`src/sv/xyf_pkg.sv`:
```
// ----------------------------------------------------------------------------
// XY exponential follower package
// Shared types, widths and the decay base table for the follower with settle.
// ----------------------------------------------------------------------------
`default_nettype none

package xyf_pkg;

  localparam int COORD_W = 24;
  localparam int DIFF_W = COORD_W + 1;
  localparam int SQ_W = 2 * DIFF_W;
  localparam int DIST_W = SQ_W + 1;
  localparam int MUL_W = 32;
  localparam int PROD_W = 2 * MUL_W;

  localparam int FRAC_BITS_DEF = 8;
  localparam int ALPHA_BITS_DEF = 16;
  localparam int ELAPSED_BITS_DEF = 12;

  localparam int DECAY_N = 16;
  localparam logic [MUL_W-1:0] DECAY_BASE0 = 32'd4290143503;

  localparam logic KIND_AIM = 1'b0;
  localparam logic KIND_STEP = 1'b1;

  typedef struct packed {
    logic load_aim;
    logic start;
    logic decay;
    logic alpha;
    logic mul_x;
    logic mul_y;
    logic sq_x;
    logic sq_y;
    logic settle;
    logic load_out;
  } cmd_t;

  typedef struct packed {
    logic active;
    logic decay_last;
  } stat_t;

  // Base k is 0.75^(2^k / 256) in Q0.32, each one the truncated square of the last.
  function automatic logic [DECAY_N*MUL_W-1:0] decay_bases();
    logic [DECAY_N*MUL_W-1:0] t;
    logic [PROD_W-1:0] b;
    t = '0;
    b = PROD_W'(DECAY_BASE0);
    for (int i = 0; i < DECAY_N; i++) begin
      t[i*MUL_W +: MUL_W] = b[MUL_W-1:0];
      b = (b * b) >> MUL_W;
    end
    return t;
  endfunction

  localparam logic [DECAY_N*MUL_W-1:0] DECAY_BASES = decay_bases();

endpackage

`default_nettype wire

```
`src/sv/xyf_ctrl.sv`:
```
// ----------------------------------------------------------------------------
// XY exponential follower controller
// Sequences the decay loop, the axis moves, the settle test and the output.
// ----------------------------------------------------------------------------
`default_nettype none

module xyf_ctrl (
  input  logic           clk,
  input  logic           rst,
  input  logic           in_valid,
  output logic           in_ready,
  input  logic           kind,
  output logic           out_valid,
  input  logic           out_ready,
  input  xyf_pkg::stat_t stat,
  output xyf_pkg::cmd_t  cmd
);
  import xyf_pkg::*;

  typedef enum logic [8:0] {
    S_IDLE   = 9'b000000001,
    S_DECAY  = 9'b000000010,
    S_ALPHA  = 9'b000000100,
    S_MULX   = 9'b000001000,
    S_MULY   = 9'b000010000,
    S_SQX    = 9'b000100000,
    S_SQY    = 9'b001000000,
    S_SETTLE = 9'b010000000,
    S_OUT    = 9'b100000000
  } state_t;

  state_t state;
  state_t state_next;
  logic   out_valid_next;
  logic   slot_free;

  assign slot_free = !out_valid || out_ready;
  assign in_ready = (state == S_IDLE);

  always_comb begin
    state_next = state;
    cmd = '0;
    case (state)
      S_IDLE: begin
        if (in_valid) begin
          if (kind == KIND_AIM) begin
            cmd.load_aim = 1'b1;
          end else begin
            cmd.start = 1'b1;
            state_next = stat.active ? S_DECAY : S_OUT;
          end
        end
      end
      S_DECAY: begin
        cmd.decay = 1'b1;
        if (stat.decay_last) begin
          state_next = S_ALPHA;
        end
      end
      S_ALPHA: begin
        cmd.alpha = 1'b1;
        state_next = S_MULX;
      end
      S_MULX: begin
        cmd.mul_x = 1'b1;
        state_next = S_MULY;
      end
      S_MULY: begin
        cmd.mul_y = 1'b1;
        state_next = S_SQX;
      end
      S_SQX: begin
        cmd.sq_x = 1'b1;
        state_next = S_SQY;
      end
      S_SQY: begin
        cmd.sq_y = 1'b1;
        state_next = S_SETTLE;
      end
      S_SETTLE: begin
        cmd.settle = 1'b1;
        state_next = S_OUT;
      end
      S_OUT: begin
        if (slot_free) begin
          cmd.load_out = 1'b1;
          state_next = S_IDLE;
        end
      end
      default: begin
        state_next = S_IDLE;
      end
    endcase
  end

  always_comb begin
    out_valid_next = out_valid;
    if (cmd.load_out) begin
      out_valid_next = 1'b1;
    end else if (out_ready) begin
      out_valid_next = 1'b0;
    end
  end

  always_ff @(posedge clk) begin
    if (rst) begin
      state <= S_IDLE;
      out_valid <= 1'b0;
    end else begin
      state <= state_next;
      out_valid <= out_valid_next;
    end
  end

  a_load_into_free_slot: assert property (@(posedge clk) disable iff (rst)
    cmd.load_out |-> slot_free)
    else $error("output register loaded while a transfer is pending");

  a_step_blocks_input: assert property (@(posedge clk) disable iff (rst)
    (in_valid && in_ready && kind == KIND_STEP) |=> !in_ready)
    else $error("input taken while a step item is still in work");

  a_decay_holds: assert property (@(posedge clk) disable iff (rst)
    (state == S_DECAY && !stat.decay_last) |=> state == S_DECAY)
    else $error("decay loop left before its last bit");

endmodule

`default_nettype wire

```
`src/sv/xyf_dp.sv`:
```
// ----------------------------------------------------------------------------
// XY exponential follower datapath
// Holds aim and position, forms alpha bit-serially and moves both axes on one
// shared 32 by 32 multiplier.
// ----------------------------------------------------------------------------
`default_nettype none

module xyf_dp #(
  parameter int FRAC_BITS    = xyf_pkg::FRAC_BITS_DEF,
  parameter int ALPHA_BITS   = xyf_pkg::ALPHA_BITS_DEF,
  parameter int ELAPSED_BITS = xyf_pkg::ELAPSED_BITS_DEF
) (
  input  logic                                clk,
  input  logic                                rst,
  input  xyf_pkg::cmd_t                       cmd,
  output xyf_pkg::stat_t                      stat,
  input  logic signed [xyf_pkg::COORD_W-1:0]  aim_x,
  input  logic signed [xyf_pkg::COORD_W-1:0]  aim_y,
  input  logic        [ELAPSED_BITS-1:0]      elapsed,
  output logic                                moved,
  output logic signed [xyf_pkg::COORD_W-1:0]  out_x,
  output logic signed [xyf_pkg::COORD_W-1:0]  out_y
);
  import xyf_pkg::*;

  localparam int KW = $clog2(ELAPSED_BITS);
  localparam logic [KW-1:0] K_LAST = KW'(ELAPSED_BITS - 1);
  localparam logic [DIST_W+1:0] SETTLE_LIM = (DIST_W + 2)'(1) << (2 * FRAC_BITS);

  logic signed [COORD_W-1:0] goal_x;
  logic signed [COORD_W-1:0] goal_y;
  logic signed [COORD_W-1:0] pos_x;
  logic signed [COORD_W-1:0] pos_y;
  logic                      has_goal;
  logic                      at_rest;
  logic                      moved_r;

  logic [ELAPSED_BITS-1:0] el;
  logic [KW-1:0]           k;
  logic [MUL_W-1:0]        p;
  logic                    p_one;
  logic [ALPHA_BITS:0]     alpha;
  logic [DIFF_W-1:0]       mag_x;
  logic [DIFF_W-1:0]       mag_y;
  logic                    neg_x;
  logic                    neg_y;
  logic [DIFF_W-1:0]       step_x;
  logic [DIFF_W-1:0]       step_y;
  logic [SQ_W-1:0]         sq_x;
  logic [SQ_W-1:0]         sq_y;

  logic [MUL_W-1:0]  base;
  logic [MUL_W-1:0]  mul_a;
  logic [MUL_W-1:0]  mul_b;
  logic [PROD_W-1:0] mul_p;
  logic [MUL_W:0]    one_minus_p;
  logic [DIFF_W-1:0] d_x;
  logic [DIFF_W-1:0] d_y;
  logic [DIST_W-1:0] sq_sum;
  logic              settle_hit;
  logic [DIFF_W-1:0] pos_x_ext;
  logic [DIFF_W-1:0] pos_y_ext;
  logic [DIFF_W-1:0] new_x;
  logic [DIFF_W-1:0] new_y;

  assign stat.active = has_goal && !at_rest;
  assign stat.decay_last = (k == K_LAST);

  assign base = DECAY_BASES[{k, 5'd0} +: MUL_W];

  always_comb begin
    mul_a = p;
    mul_b = base;
    if (cmd.mul_x) begin
      mul_a = MUL_W'(mag_x);
      mul_b = MUL_W'(alpha);
    end else if (cmd.mul_y) begin
      mul_a = MUL_W'(mag_y);
      mul_b = MUL_W'(alpha);
    end else if (cmd.sq_x) begin
      mul_a = MUL_W'(mag_x - step_x);
      mul_b = MUL_W'(mag_x - step_x);
    end else if (cmd.sq_y) begin
      mul_a = MUL_W'(mag_y - step_y);
      mul_b = MUL_W'(mag_y - step_y);
    end
  end

  assign mul_p = PROD_W'(mul_a) * PROD_W'(mul_b);

  assign one_minus_p = p_one ? '0 : ({1'b1, {MUL_W{1'b0}}} - {1'b0, p});

  assign d_x = {goal_x[COORD_W-1], goal_x} - {pos_x[COORD_W-1], pos_x};
  assign d_y = {goal_y[COORD_W-1], goal_y} - {pos_y[COORD_W-1], pos_y};

  assign sq_sum = DIST_W'(sq_x) + DIST_W'(sq_y);
  assign settle_hit = {sq_sum, 2'b00} < SETTLE_LIM;

  assign pos_x_ext = {pos_x[COORD_W-1], pos_x};
  assign pos_y_ext = {pos_y[COORD_W-1], pos_y};
  assign new_x = neg_x ? (pos_x_ext - step_x) : (pos_x_ext + step_x);
  assign new_y = neg_y ? (pos_y_ext - step_y) : (pos_y_ext + step_y);

  always_ff @(posedge clk) begin
    if (rst) begin
      goal_x <= '0;
      goal_y <= '0;
      pos_x <= '0;
      pos_y <= '0;
      has_goal <= 1'b0;
      at_rest <= 1'b0;
    end else begin
      if (cmd.load_aim) begin
        goal_x <= aim_x;
        goal_y <= aim_y;
        if (!has_goal) begin
          pos_x <= aim_x;
          pos_y <= aim_y;
          has_goal <= 1'b1;
        end
        at_rest <= 1'b0;
      end else if (cmd.settle) begin
        if (settle_hit) begin
          pos_x <= goal_x;
          pos_y <= goal_y;
          at_rest <= 1'b1;
        end else begin
          pos_x <= new_x[COORD_W-1:0];
          pos_y <= new_y[COORD_W-1:0];
        end
      end
    end
  end

  always_ff @(posedge clk) begin
    if (cmd.start) begin
      el <= elapsed;
      k <= '0;
      p_one <= 1'b1;
      moved_r <= stat.active;
    end
    if (cmd.decay) begin
      k <= k + KW'(1);
      if (el[k]) begin
        p_one <= 1'b0;
        p <= p_one ? base : mul_p[PROD_W-1:MUL_W];
      end
    end
    if (cmd.alpha) begin
      alpha <= one_minus_p[MUL_W -: ALPHA_BITS + 1];
      neg_x <= d_x[DIFF_W-1];
      neg_y <= d_y[DIFF_W-1];
      mag_x <= d_x[DIFF_W-1] ? (~d_x + DIFF_W'(1)) : d_x;
      mag_y <= d_y[DIFF_W-1] ? (~d_y + DIFF_W'(1)) : d_y;
    end
    if (cmd.mul_x) begin
      step_x <= mul_p[ALPHA_BITS +: DIFF_W];
    end
    if (cmd.mul_y) begin
      step_y <= mul_p[ALPHA_BITS +: DIFF_W];
    end
    if (cmd.sq_x) begin
      sq_x <= mul_p[SQ_W-1:0];
    end
    if (cmd.sq_y) begin
      sq_y <= mul_p[SQ_W-1:0];
    end
    if (cmd.load_out) begin
      moved <= moved_r;
      out_x <= pos_x;
      out_y <= pos_y;
    end
  end

  a_rest_on_goal: assert property (@(posedge clk) disable iff (rst)
    at_rest |-> (pos_x == goal_x && pos_y == goal_y))
    else $error("resting position differs from the aim");

  a_step_within_gap: assert property (@(posedge clk) disable iff (rst)
    cmd.mul_x |=> step_x <= mag_x)
    else $error("axis step overshoots the aim");

  a_alpha_below_one: assert property (@(posedge clk) disable iff (rst)
    cmd.mul_x |-> !alpha[ALPHA_BITS])
    else $error("alpha reached one");

endmodule

`default_nettype wire

```
`src/sv/xy_exponential_follow_with_settle_unit.sv`:
```
// ----------------------------------------------------------------------------
// XY exponential follower with settle detection
// Moves a 2D point toward an aim by 1 - 0.75^frames of the gap per step item
// and snaps onto the aim once the remaining squared distance is below 0.25.
// ----------------------------------------------------------------------------
// Aim items are taken one per cycle while no step item is in work and produce no result.
// A moving step item runs through the decay loop, one elapsed bit per cycle, then alpha,
// four passes through the shared 32 by 32 multiplier, the settle test and the output
// state, where it waits for a free output register; a step item when idle or at rest
// goes straight to the output state.
// No new item is taken until a step item has loaded its result.
// Synchronous reset clears aim, position and the flags to zero.
`default_nettype none

module xy_exponential_follow_with_settle_unit #(
  parameter int FRAC_BITS    = xyf_pkg::FRAC_BITS_DEF,
  parameter int ALPHA_BITS   = xyf_pkg::ALPHA_BITS_DEF,
  parameter int ELAPSED_BITS = xyf_pkg::ELAPSED_BITS_DEF
) (
  input  logic                               clk,
  input  logic                               rst,
  input  logic                               in_valid,
  output logic                               in_ready,
  input  logic                               kind,
  input  logic signed [xyf_pkg::COORD_W-1:0] aim_x,
  input  logic signed [xyf_pkg::COORD_W-1:0] aim_y,
  input  logic        [ELAPSED_BITS-1:0]     elapsed,
  output logic                               out_valid,
  input  logic                               out_ready,
  output logic                               moved,
  output logic signed [xyf_pkg::COORD_W-1:0] out_x,
  output logic signed [xyf_pkg::COORD_W-1:0] out_y
);
  import xyf_pkg::*;

  cmd_t  cmd;
  stat_t stat;

  xyf_ctrl u_ctrl (
    .clk       (clk),
    .rst       (rst),
    .in_valid  (in_valid),
    .in_ready  (in_ready),
    .kind      (kind),
    .out_valid (out_valid),
    .out_ready (out_ready),
    .stat      (stat),
    .cmd       (cmd)
  );

  xyf_dp #(
    .FRAC_BITS    (FRAC_BITS),
    .ALPHA_BITS   (ALPHA_BITS),
    .ELAPSED_BITS (ELAPSED_BITS)
  ) u_dp (
    .clk     (clk),
    .rst     (rst),
    .cmd     (cmd),
    .stat    (stat),
    .aim_x   (aim_x),
    .aim_y   (aim_y),
    .elapsed (elapsed),
    .moved   (moved),
    .out_x   (out_x),
    .out_y   (out_y)
  );

endmodule

`default_nettype wire

```
`config.mk`:
```
export PLATFORM = sky130hd
export DESIGN_NAME = xy_exponential_follow_with_settle_unit
export DESIGN_NICKNAME = d
export VERILOG_FILES = /design/src/sv/xyf_pkg.sv /design/src/sv/xyf_ctrl.sv /design/src/sv/xyf_dp.sv /design/src/sv/xy_exponential_follow_with_settle_unit.sv
export SDC_FILE = /design/constraint.sdc
export NUM_CORES = 2
export LEC_CHECK = 0
export BUFFER_PORTS_ARGS = -buffer_cell sky130_fd_sc_hd__clkbuf_2
export CORE_MARGIN = 4
export CORE_UTILIZATION = 40
export DETAILED_ROUTE_END_ITERATION = 7
export HOLD_SLACK_MARGIN = 0.03
export MAX_ROUTING_LAYER = met4
export SLEW_MARGIN = 20
export SYNTH_ARGS = -nofsm -noshare
export SYNTH_HDL_FRONTEND = slang
export SYNTH_SLANG_ARGS = --single-unit
```
`constraint.sdc`:
```
create_clock -name clk -period 33.8 [get_ports clk]
set_input_delay 10.14 -clock clk [delete_from_list [all_inputs] [get_ports clk]]
set_output_delay 10.14 -clock clk [all_outputs]
set_load 0.01 [all_outputs]
```
==> impl_metrics.tcl <==
set metrics [dict create \
    status "completed" \
    hold_start "u_dp.moved_r$_DFFE_PP_" \
    final_cell_area_um2 66100 \
    synthDistinctLibCells 96 \
    syn_avg_cell_area_um2 8.88 \
    syn_to_final_growth_pct 7.90 \
    grt_pass1_wl_mm 321 \
    die-area_um2 159000 \
    ys_warn_count 0 \
    dpl_cell_area_um2 64400 \
    ctsHoldBuffers 0 \
    cts_tree "done" \
    root_buffer "clkbuf_16" \
    ant_nets 0 \
    antenna_found_initial 16 \
    crit_fanout 6 \
    fin_crit_sh_pct 37.5 \
    drive_above_1_share_pct 6.76 \
    ios 116 \
    r2r_cells 39 \
    num_rows 143 \
    slowest_stage "nand4b_1" \
    start_util_pct 40.3 \
    synth_nets 8328 \
    postCtsSetupBuffers 0 \
    dp_hpwl_mm 162 \
    crit_type "register to primary output" \
    synth_flop_cell "edfxtp_1" \
    hold_path.class "register to register" \
    die_x_um 399 \
    ys_ff_latch 426 \
    core_area_um2 152000 \
    endpoint_kind "primary output" \
    grt_max_degree 97 \
    setup_violations 0 \
    slew_headroom_pct 15.4 \
    timing.rr.start "u_dp.step_y[0]$_DFFE_PP_" \
    synth-seq-area-share_pct 19.1 \
    die_y_um 399 \
    worstPathArrival_ns 2.54 \
    maxCapViolations 0 \
    r2r-end "u_dp.p[6]$_DFFE_PP_" \
    holdPathStages 0 \
    grt_use_total_pct 27.3 \
    min_period_ns 12.68 \
    clkSlewWorstSetupHoldPaths_ns 0.06 \
    numCtsBuffers 47 \
    totalWireLength_mm 211 \
    syn_area_um2 61200 \
    ys_async_sr_fraction_pct 0 \
    setup_tns_ns 0 \
    clock_sinks 426 \
    fmax_ghz 0.0789 \
    post_drt_wl_per_cell_um 23.6 \
    worstSkewPairLatency_ns 0.64 \
    maxSlewViolCount 0 \
    hold_end "u_dp.moved$_DFFE_PP_" \
    whs_ns 0.450 \
    route.detailed.drc 0 \
    hold_viol_final 0 \
    ctsResizeCount 0 \
    slowest_delay_ns 0.45 \
    fillers 15100 \
    rrSetupSlack_ns 21.17 \
    synth_cells 6894 \
    regArea_um2 11700 \
    clockBufferDepth 3 \
    first_iter_violations 4767 \
    fin_worst_skew_ns 0.0484 \
    nets 8308 \
    worstPathCellList "nor3_1 > and2_1 > nand4b_1 > inv_1 > clkbuf_2" \
    port_buffers 115 \
    gp_congestion 1.00 \
    tightest_slew_ns 1.27 \
    worst_setup_path_start_kind "register" \
    rsz0062_at_grt "false" \
    dp.cells 8855 \
    htreeDepth 2 \
    fin_cells 8947 \
    dr.pass1.iters 5 \
    synth_edf_count 317 \
    required_ns 23.66 \
    grt-ovfl-total 0 \
    vias 50700 \
    grt_pass1_vias 51700 \
    multi_input_area_um2 44200 \
    vias_per_cell 5.67 \
]
worst max path at each step:
| stage | start | slack (ns) | endpoint |
|---|---|---|---|
| 4_1_cts | u_ctrl.state[3]$_SDFFE_PP0P_ | 21.04 | in_ready |
| 6_report | u_ctrl.state[3]$_SDFFE_PP0P_ | 21.12 | in_ready |
| 2_1_floorplan | out_ready | 20.87 | u_dp.moved$_DFFE_PP_ |
| 3_5_place_dp | kind | 21.20 | u_dp.pos_x[23]$_SDFFE_PP0P_ |
| 5_1_grt | u_dp.step_y[0]$_DFFE_PP_ | 20.81 | u_dp.p[30]$_DFFE_PP_ |
| 3_3_place_gp | kind | 21.26 | u_dp.pos_x[23]$_SDFFE_PP0P_ |
state kept, by name (all words and copies together), names as in the netlist, 25 cells and up:
name	flops
u_dp.mag_x	25
u_dp.mag_y	25
u_dp.p	32
u_dp.sq_x	50
u_dp.sq_y	50
u_dp.step_x	25
u_dp.step_y	25
worst max-delay path: cells and delay by family, from the launching register on:
family	cells	cell delay [ns]
flops	1	0.35
buf+inv	2	0.64
simple gates	3	0.91
metrics by stage:
stage	setup slack, ns	util (%)
6_report	21.12	43.4
4_1_cts	21.04	43.4
2_1_floorplan	20.87	-
3_3_place_gp	21.26	42.3
5_1_grt	20.81	43.4
3_5_place_dp	21.20	42.3
cells in the final DEF, fill, tap and decap left out, drive strengths merged, types with 98 or more instances in the layout:
cell type / synthesis / routed
a21o: 98 / 98
a21oi: 328 / 328
buf: 37 / 136
clkbuf: 282 / 169
dfxtp: 109 / 109
edfxtp: 317 / 317
fa: 902 / 902
ha: 467 / 467
inv: 1161 / 1169
nand2: 806 / 806
nor2: 738 / 738
nor3: 102 / 102
o21ai: 261 / 261
xnor2: 205 / 205
cell usage after synthesis (all sizes together), types with 33 or more instances:
master / n / area (um2)
a21o: 98 / 736
a21oi: 328 / 1660
a221oi: 51 / 464
a31oi: 43 / 269
and3: 35 / 219
buf: 37 / 190
clkbuf: 282 / 1060
dfxtp: 109 / 2180
edfxtp: 317 / 9520
fa: 902 / 18100
ha: 467 / 5840
inv: 1161 / 4360
mux2i: 51 / 510
nand2: 806 / 3030
nand2b: 86 / 538
nand3: 57 / 285
nand4: 46 / 288
nor2: 738 / 2770
nor2b: 38 / 238
nor3: 102 / 515
nor4: 43 / 284
o21a: 60 / 450
o21ai: 261 / 1310
o21bai: 40 / 304
or2: 33 / 206
or3: 36 / 225
xnor2: 205 / 1800
xor2: 74 / 648
area by class of cell:
cell class              count  share of cell area [%]
diodes                      5                  0.0189
clock buffers              55                    1.89
clock inverters            32                   0.589
inverters                1164                    6.61
multi-input cells        4985                    66.9
flip-flops and latches    426                    17.7
well taps                2030                    3.85
repair buffers            250                    2.41
logic make-up after synthesis:
kind of cell             count (synthesis)  share of synthesized area [%]
AND/OR/NAND/NOR                       2118                           15.3
buffers and inverters                 1483                           9.18
adder cells (fa/ha/maj)               1369                           39.0
AO/OA/AOI/OAI                         1150                           12.2
flip-flops                             426                           19.1
XOR/XNOR                               279                           3.99
multiplexers                            69                           1.22
layer usage:
layer | routed length, um | part of all wire, % | global-route usage, %
met4 | 8230 | 3.9 | 8.99
met5 | 0 | 0 | -
met1 | 87000 | 41 | 35.9
met3 | 19600 | 9.3 | 5.61
met2 | 96300 | 46 | 42.3
Power is left out: the tool's default activity adds up to more than one toggle a clock period on the data nets, which glitch-free logic cannot reach.
